==> config.mk <==
export PLATFORM = sky130hd
export DESIGN_NAME = word_censor_stream_filter
export DESIGN_NICKNAME = d
export VERILOG_FILES = /design/src/design/wcsf_pkg.sv /design/src/design/word_censor_stream_filter.sv /design/src/design/wcsf_word_unit.sv /design/src/design/wcsf_serializer.sv
export SDC_FILE = /design/constraint.sdc
export NUM_CORES = 1
export LEC_CHECK = 0
export ABC_AREA = 1
export BUFFER_PORTS_ARGS = -buffer_cell sky130_fd_sc_hd__buf_2
export CORE_MARGIN = 1
export CORE_UTILIZATION = 45
export DETAILED_ROUTE_END_ITERATION = 10
export SETUP_SLACK_MARGIN = 0.02
export SYNTH_ARGS = -nofsm -noshare
export SYNTH_HDL_FRONTEND = slang
export SYNTH_SLANG_ARGS = --single-unit
==> constraint.sdc <==
create_clock -name clk -period 5.1 [get_ports clk]
set_input_delay 0.765 -clock clk [delete_from_list [all_inputs] [get_ports clk]]
set_output_delay 0.765 -clock clk [all_outputs]
set_load 0.01 [all_outputs]
==> src/design/wcsf_pkg.sv <==
package wcsf_pkg;

	// Word geometry
	localparam int MAX_WORD  = 8;
	localparam int NUM_WORDS = 6;
	localparam int RUN_MAX   = MAX_WORD + 1;
	localparam int LEN_W     = $clog2(MAX_WORD + 1);
	localparam int CNT_W     = $clog2(RUN_MAX + 1);
	localparam int CFG_IDX_W = $clog2(NUM_WORDS);
	localparam int CFG_W     = 64;

	// Byte codes
	localparam logic [7:0] CH_SPACE = 8'h20;
	localparam logic [7:0] CH_COMMA = 8'h2C;
	localparam logic [7:0] CH_DOT   = 8'h2E;
	localparam logic [7:0] CH_BANG  = 8'h21;
	localparam logic [7:0] CH_NUL   = 8'h00;
	localparam logic [7:0] CH_STAR  = 8'h2A;

	// Default forbidden words, first byte lowest
	localparam logic [CFG_W-1:0] WORD_0_RST = 64'd7627110;          // fat
	localparam logic [CFG_W-1:0] WORD_1_RST = 64'd5521734;          // FAT
	localparam logic [CFG_W-1:0] WORD_2_RST = 64'd2037147509;       // ugly
	localparam logic [CFG_W-1:0] WORD_3_RST = 64'd1498171221;       // UGLY
	localparam logic [CFG_W-1:0] WORD_4_RST = 64'd110404021089395;  // stupid
	localparam logic [CFG_W-1:0] WORD_5_RST = 64'd75081671070803;   // STUPID

	typedef logic [NUM_WORDS-1:0][CFG_W-1:0] word_set_t;

	typedef struct packed {
		logic [7:0] in_byte;
		logic       message_last;
	} in_t;

	typedef struct packed {
		logic [7:0] out_byte;
		logic       run_end;
		logic       message_end;
	} out_t;

	// One burst of output bytes caused by a single input transaction
	typedef struct packed {
		logic [RUN_MAX-1:0][7:0] bytes;
		logic [CNT_W-1:0]        cnt;
		logic                    last;
	} run_t;

	function automatic logic is_delim(input logic [7:0] b);
		return (b == CH_SPACE) || (b == CH_COMMA) || (b == CH_DOT) ||
			(b == CH_BANG) || (b == CH_NUL);
	endfunction

endpackage

==> src/design/word_censor_stream_filter.sv <==
// Channel | Handshake           | Payload
// input   | in_valid / in_stall   | in_data  (in_byte, message_last)
// output  | out_valid / out_stall | out_data (out_byte, run_end, message_end)
// config  | cfg_we               | cfg_index, cfg_data (word_0 .. word_5)
//
// One input transaction per cycle while in_stall is low; a byte that only extends the
// current word is taken every cycle regardless of the output side. A delimiter,
// message_last, full word buffer or overflow-state byte makes a burst of up to 9 bytes,
// sent one per cycle unless out_stall holds, from the output shift register; the next
// burst-producing transaction waits in the input register until the last burst byte leaves.
// Reset (arst_n low) empties both registers and restores the default words.
module word_censor_stream_filter (
	input  logic                                  clk,
	input  logic                                  arst_n,
	input  logic                                  in_valid,
	output logic                                  in_stall,
	input  wcsf_pkg::in_t                         in_data,
	output logic                                  out_valid,
	input  logic                                  out_stall,
	output wcsf_pkg::out_t                        out_data,
	input  logic                                  cfg_we,
	input  logic [wcsf_pkg::CFG_IDX_W-1:0]        cfg_index,
	input  logic [wcsf_pkg::CFG_W-1:0]            cfg_data
);
	import wcsf_pkg::*;

	in_t       item_s1;
	logic      valid_s1;
	word_set_t words_q;
	logic      emits;
	logic      free;
	logic      consume;
	logic      accept;
	run_t      run;

	// Input register drains when its burst (if any) has somewhere to go
	assign consume  = valid_s1 && (!emits || free);
	assign in_stall = valid_s1 && !consume;
	assign accept   = in_valid && !in_stall;

	always_ff @(posedge clk) begin
		if (accept) begin
			item_s1 <= in_data;
		end
	end

	always_ff @(posedge clk or negedge arst_n) begin
		if (!arst_n) begin
			valid_s1 <= 1'b0;
		end else if (accept) begin
			valid_s1 <= 1'b1;
		end else if (consume) begin
			valid_s1 <= 1'b0;
		end
	end

	// Forbidden word registers; out-of-range index is ignored
	always_ff @(posedge clk or negedge arst_n) begin
		if (!arst_n) begin
			words_q[0] <= WORD_0_RST;
			words_q[1] <= WORD_1_RST;
			words_q[2] <= WORD_2_RST;
			words_q[3] <= WORD_3_RST;
			words_q[4] <= WORD_4_RST;
			words_q[5] <= WORD_5_RST;
		end else begin
			for (int i = 0; i < NUM_WORDS; i++) begin
				if (cfg_we && (cfg_index == CFG_IDX_W'(i))) begin
					words_q[i] <= cfg_data;
				end
			end
		end
	end

	wcsf_word_unit u_word (
		.clk    (clk),
		.arst_n (arst_n),
		.item   (item_s1),
		.take   (consume),
		.words  (words_q),
		.emits  (emits),
		.run    (run)
	);

	wcsf_serializer u_ser (
		.clk       (clk),
		.arst_n    (arst_n),
		.load      (consume && emits),
		.run       (run),
		.free      (free),
		.out_valid (out_valid),
		.out_stall (out_stall),
		.out_data  (out_data)
	);

endmodule

==> src/design/wcsf_word_unit.sv <==
module wcsf_word_unit (
	input  logic               clk,
	input  logic               arst_n,
	input  wcsf_pkg::in_t      item,
	input  logic               take,
	input  wcsf_pkg::word_set_t words,
	output logic               emits,
	output wcsf_pkg::run_t     run
);
	import wcsf_pkg::*;

	logic [MAX_WORD-1:0][7:0] buf_q;
	logic [LEN_W-1:0]         len_q;
	logic                     ovf_q;

	logic                     delim;
	logic                     full;
	logic                     hit;
	logic [NUM_WORDS-1:0]     word_eq;
	logic [MAX_WORD*8-1:0]    packed_word;

	assign delim = item.message_last || is_delim(item.in_byte);
	assign full  = (len_q == LEN_W'(MAX_WORD));
	assign emits = delim || ovf_q || full;

	// Current word, zero padded past its length
	always_comb begin
		for (int i = 0; i < MAX_WORD; i++) begin
			packed_word[i*8 +: 8] = (LEN_W'(i) < len_q) ? buf_q[i] : 8'h00;
		end
	end

	// Compare against every configured word at once
	always_comb begin
		for (int w = 0; w < NUM_WORDS; w++) begin
			word_eq[w] = (words[w] != '0) &&
				(words[w] == CFG_W'(packed_word));
		end
	end

	// Overflow state always has an empty buffer, so it never hits
	assign hit = delim && !ovf_q && (len_q != '0) && (|word_eq);

	// Buffered bytes (or stars), then the incoming byte
	always_comb begin
		for (int i = 0; i < RUN_MAX; i++) begin
			if (CNT_W'(i) < CNT_W'(len_q)) begin
				run.bytes[i] = hit ? CH_STAR : buf_q[i];
			end else if (CNT_W'(i) == CNT_W'(len_q)) begin
				run.bytes[i] = item.in_byte;
			end else begin
				run.bytes[i] = 8'h00;
			end
		end
		run.cnt  = CNT_W'(len_q) + CNT_W'(1);
		run.last = item.message_last;
	end

	// Word buffer: payload only
	always_ff @(posedge clk) begin
		for (int i = 0; i < MAX_WORD; i++) begin
			if (take && !emits && (len_q == LEN_W'(i))) begin
				buf_q[i] <= item.in_byte;
			end
		end
	end

	// Length and passthrough state
	always_ff @(posedge clk or negedge arst_n) begin
		if (!arst_n) begin
			len_q <= '0;
			ovf_q <= 1'b0;
		end else if (take) begin
			if (!emits) begin
				len_q <= len_q + LEN_W'(1);
			end else begin
				len_q <= '0;
				if (delim) begin
					ovf_q <= 1'b0;
				end else if (full) begin
					ovf_q <= 1'b1;
				end
			end
		end
	end

endmodule

==> src/design/wcsf_serializer.sv <==
module wcsf_serializer (
	input  logic           clk,
	input  logic           arst_n,
	input  logic           load,
	input  wcsf_pkg::run_t run,
	output logic           free,
	output logic           out_valid,
	input  logic           out_stall,
	output wcsf_pkg::out_t out_data
);
	import wcsf_pkg::*;

	logic [RUN_MAX-1:0][7:0] bytes_q;
	logic [CNT_W-1:0]        rem_q;
	logic                    last_q;
	logic                    fire;

	assign out_valid = (rem_q != '0);
	assign fire      = out_valid && !out_stall;
	// Free once the final byte of the current burst leaves
	assign free      = (rem_q == '0) || (fire && (rem_q == CNT_W'(1)));

	assign out_data.out_byte    = bytes_q[0];
	assign out_data.run_end     = (rem_q == CNT_W'(1));
	assign out_data.message_end = (rem_q == CNT_W'(1)) && last_q;

	// Burst bytes shift down as each one is taken
	always_ff @(posedge clk) begin
		if (load) begin
			bytes_q <= run.bytes;
			last_q  <= run.last;
		end else if (fire) begin
			bytes_q <= {8'h00, bytes_q[RUN_MAX-1:1]};
		end
	end

	always_ff @(posedge clk or negedge arst_n) begin
		if (!arst_n) begin
			rem_q <= '0;
		end else if (load) begin
			rem_q <= run.cnt;
		end else if (fire) begin
			rem_q <= rem_q - CNT_W'(1);
		end
	end

endmodule
==> summary.md <==
| Metric | Value |
|---|---|
| CTS root buffer | `clkbuf_16` |
| Post-cts sizing count | `0` |
| Cell taking the most area after synthesis | `dfrtp_1` |
| Distinct cells, synth | `36` |
| Top fanout value on the critical path | `43` |
| Setup TNS | `0 ps` |
| Via total after detailed routing | `32307` |
| Initial DRC Count | `4860` |
| Simple-Gate Fraction of Synth Area | `0.353` |
| Post-CTS setup buffer count | `0` |
| Gr usage total | `0.444` |
| Compound-Gate Fraction of Synth Area | `0.0884` |
| Share of the synthesized area in the top cell type | `0.236` |
| Fin util | `0.513` |
| Syn Nets | `4595` |
| Clock latency at the later pin of the worst-skew pair | `between 600 and 700 ps` |
| Total core area | `69200 um^2` |
| Syn-to-layout area delta | `12.0%` |
| Chip width | `267 um` |
| Period utilisation layout | `0.946` |
| FFs w/ async S/R, synth | `0.730` |
| Antenna violations before repair | `14` |
| Pins Over Slew Limit | `0` |
| Max-cap violations | `0` |
| Leakage power | `17.8 nW` |
| Mux contribution to synthesized area | `0` |
| Global placer's final weighted congestion | `1.16` |
| Reg-to-reg startpoint | `u_word.len_q[1]` |
| Final instance area | `35500 um^2` |
| Startpoint Class | `flop` |
| Fmax | `0.207 GHz` |
| Clock Tree Buf Depth | `3` |
| Main synth FF type | `dfrtp_1` |
| CTS Buf Count | `61` |
| Die area | `71500 um^2` |
| Grt total ovfl | `0` |
| Post-Synth Adder-Cell Area | `0.00197` |
| Hold_buf cts | `0` |
| H-tree levels | `2` |
| Count leader, synth | `nand2_1` |
| Clock transition at path regs | `60 ps` |
| Minimum clock period | `4820 ps` |
| Seq/Total Area, Yosys | `0.453` |
| Synth area leaders | `dfrtp_1 (24%), nand2_1 (19%), edfxtp_1 (14%)` |
| Final nets | `4665` |
| Port Buffers | `92` |
| Pin count of the biggest net entering global routing | `130` |
| Clk sinks | `540` |
| Worst Setup End Kind | `flop` |
| Most common library cells after synthesis | `nand2_1 (1593), nor2_1 (606), inv_1 (493)` |
| Post-route DRC | `0` |
| Worst reg2reg endpoint | `u_ser.bytes_q[26]` |
| CP arrival | `5220 ps` |
| Post-DR wirelength/cell | `~29 um` |
| CP Data Required Time | `roughly 5500 ps` |
| Cell Area, Placed | `33300 um^2` |
| Main combinational cell family by area after synthesis | `simple AND/OR/NAND/NOR gates` |
| EDFF count, synth | `146` |
| First-pass GRT wire length | `219000 um` |
| RSZ-0062 raised after global routing | `false` |
| Yosys warning count | `0` |
| Std cell rows | `96` |
| TritonCTS clock tree | `done` |
| Slew margin rel. | `0.102` |
| Mapped Area | `31700 um^2` |
| Hold Vio Cnt, Final | `0` |
| Drt pass-1 iters | `7` |
| Post-Synth XOR/XNOR Area | `0.0238` |
| Vias in the first global route | `29270` |
| Hold WC Path Type | `in -> async` |
| Finish-stage setup viols | `0` |
| Routed wire length | `159000 um` |
| Synth Instances | `4509` |
| Final HPWL DP | `127000 um` |
| Worst r2r path cells | `14` |
| Layout cells sized above 1 | `0.0974` |
| Status | `finished, final reports clean` |
| Die Y | `around 270 um` |
| Peak VDD IR | `387 uV` |
| Vias per cell | `5.80` |
| Worst R2R Setup Slack | `between 200 and 300 ps` |
| Post-DRT Antenna Nets | `0` |
| IO Count | `93` |
| Initial core utilization | `0.458` |
| Clk_skew | `about 33 ps` |
| Syn Area/Cell | `7.03 um^2` |
| Worst slew pin tran | `approximately 1300 ps` |
| PD cells | `roughly 640 nW/um^2` |
| #FFs+latches synth | `540` |
| Crit Path Category | `reg -> reg` |
## cells in the final DEF, fill, tap and decap left out, drive strengths merged
cell and count:
nand4 63, or2 71, bufinv 5, xor2 72, o21ai 424, o221ai 1, nand2 1613, a21boi 11
xnor2 14, a31oi 1, a2bb2oi 3, o22ai 3, edfxtp 146, a21oi 100, and2 3, nand3 215
clkbuf 95, nand3b 108, buf 155, nor2 608, clkinv 5, a311oi 3, dfstp 95, ha 5
diode 6, dfrtp 299, inv 506, nor3 7
## metrics by stage
step	hold WS, ps	worst slack (ps)	std cells	total power (W)
after global routing	209	124	5562	0.0235
after floorplan	426	1020	4509	0.0125
after CTS	151	416	5562	0.0222
after global placement	458	484	5447	0.0174
after detailed placement	453	440	5447	0.0174
final	127	277	5568	0.0228
## registers in the layout (all words and copies together), names as in the netlist
name            cells
u_word.len_q        4
u_ser.last_q        1
u_word.ovf_q        1
u_ser.bytes_q      64
words_q           384
u_word.buf_q       64
valid_s1            1
u_ser.rem_q         4
item_s1             9
u_ser.out_data      8
## worst max-delay path: stages, from the launching register on
cell and delay, ps:
dfrtp_1 450, inv_1 140, ha_1 330, o21ai_4 800, nand2_1 490, xor2_1 730, nand3b_1 250, nor2_1 160
nand3_1 80, nor2_1 100, nor2_1 70, nand2_2 180, nand2_4 420, nand2_1 220, a21oi_1 80
## where the power goes
part           internal [W]  switching (W)
combinational       0.00285        0.00829
sequential          0.00578        0.00106
clock               0.00286        0.00196
## cells by family after synthesis
logic type | after synthesis
AO/OA/AOI/OAI | 546
AND/OR/NAND/NOR | 2688
adder cells (fa/ha/maj) | 5
flip-flops | 540
XOR/XNOR | 86
buffers and inverters | 644
## how the worst max path moves through the flow
stage / startpoint / cells past startpoint / end / slack, ps
finish: u_word.len_q[1] / 14 / u_ser.bytes_q[26] / 280
floorplan: u_word.len_q[0] / 14 / u_ser.rem_q[1] / 1020
global route: u_word.len_q[0] / 14 / u_ser.bytes_q[44] / 120
detailed placement: u_word.len_q[0] / 14 / u_ser.bytes_q[26] / 440
global placement: u_word.len_q[0] / 14 / u_ser.bytes_q[48] / 480
CTS: u_word.len_q[0] / 14 / u_ser.bytes_q[26] / 420
## final cells by class
type / instances / area [um^2]
clock buffers: 95 / 1930
clock inverters: 20 / 275
diodes: 6 / 15.0
inverters: 496 / 1860
multi-input cells: 3325 / 14900
well taps: 931 / 1160
fillers: 7019 / 33700
repair buffers: 155 / 1040
flip-flops and latches: 540 / 14400
## per-layer routing
metal / global-route usage / vias to the layer above / part of all wire
li1: - / 14342 / -
met1: 0.592 / 15449 / 0.40
met2: 0.664 / 2034 / 0.43
met3: 0.0898 / 472 / 0.10
met4: 0.267 / 10 / 0.070
met5: 0 / - / 0.00043
Power figures use the tool's default switching activity.
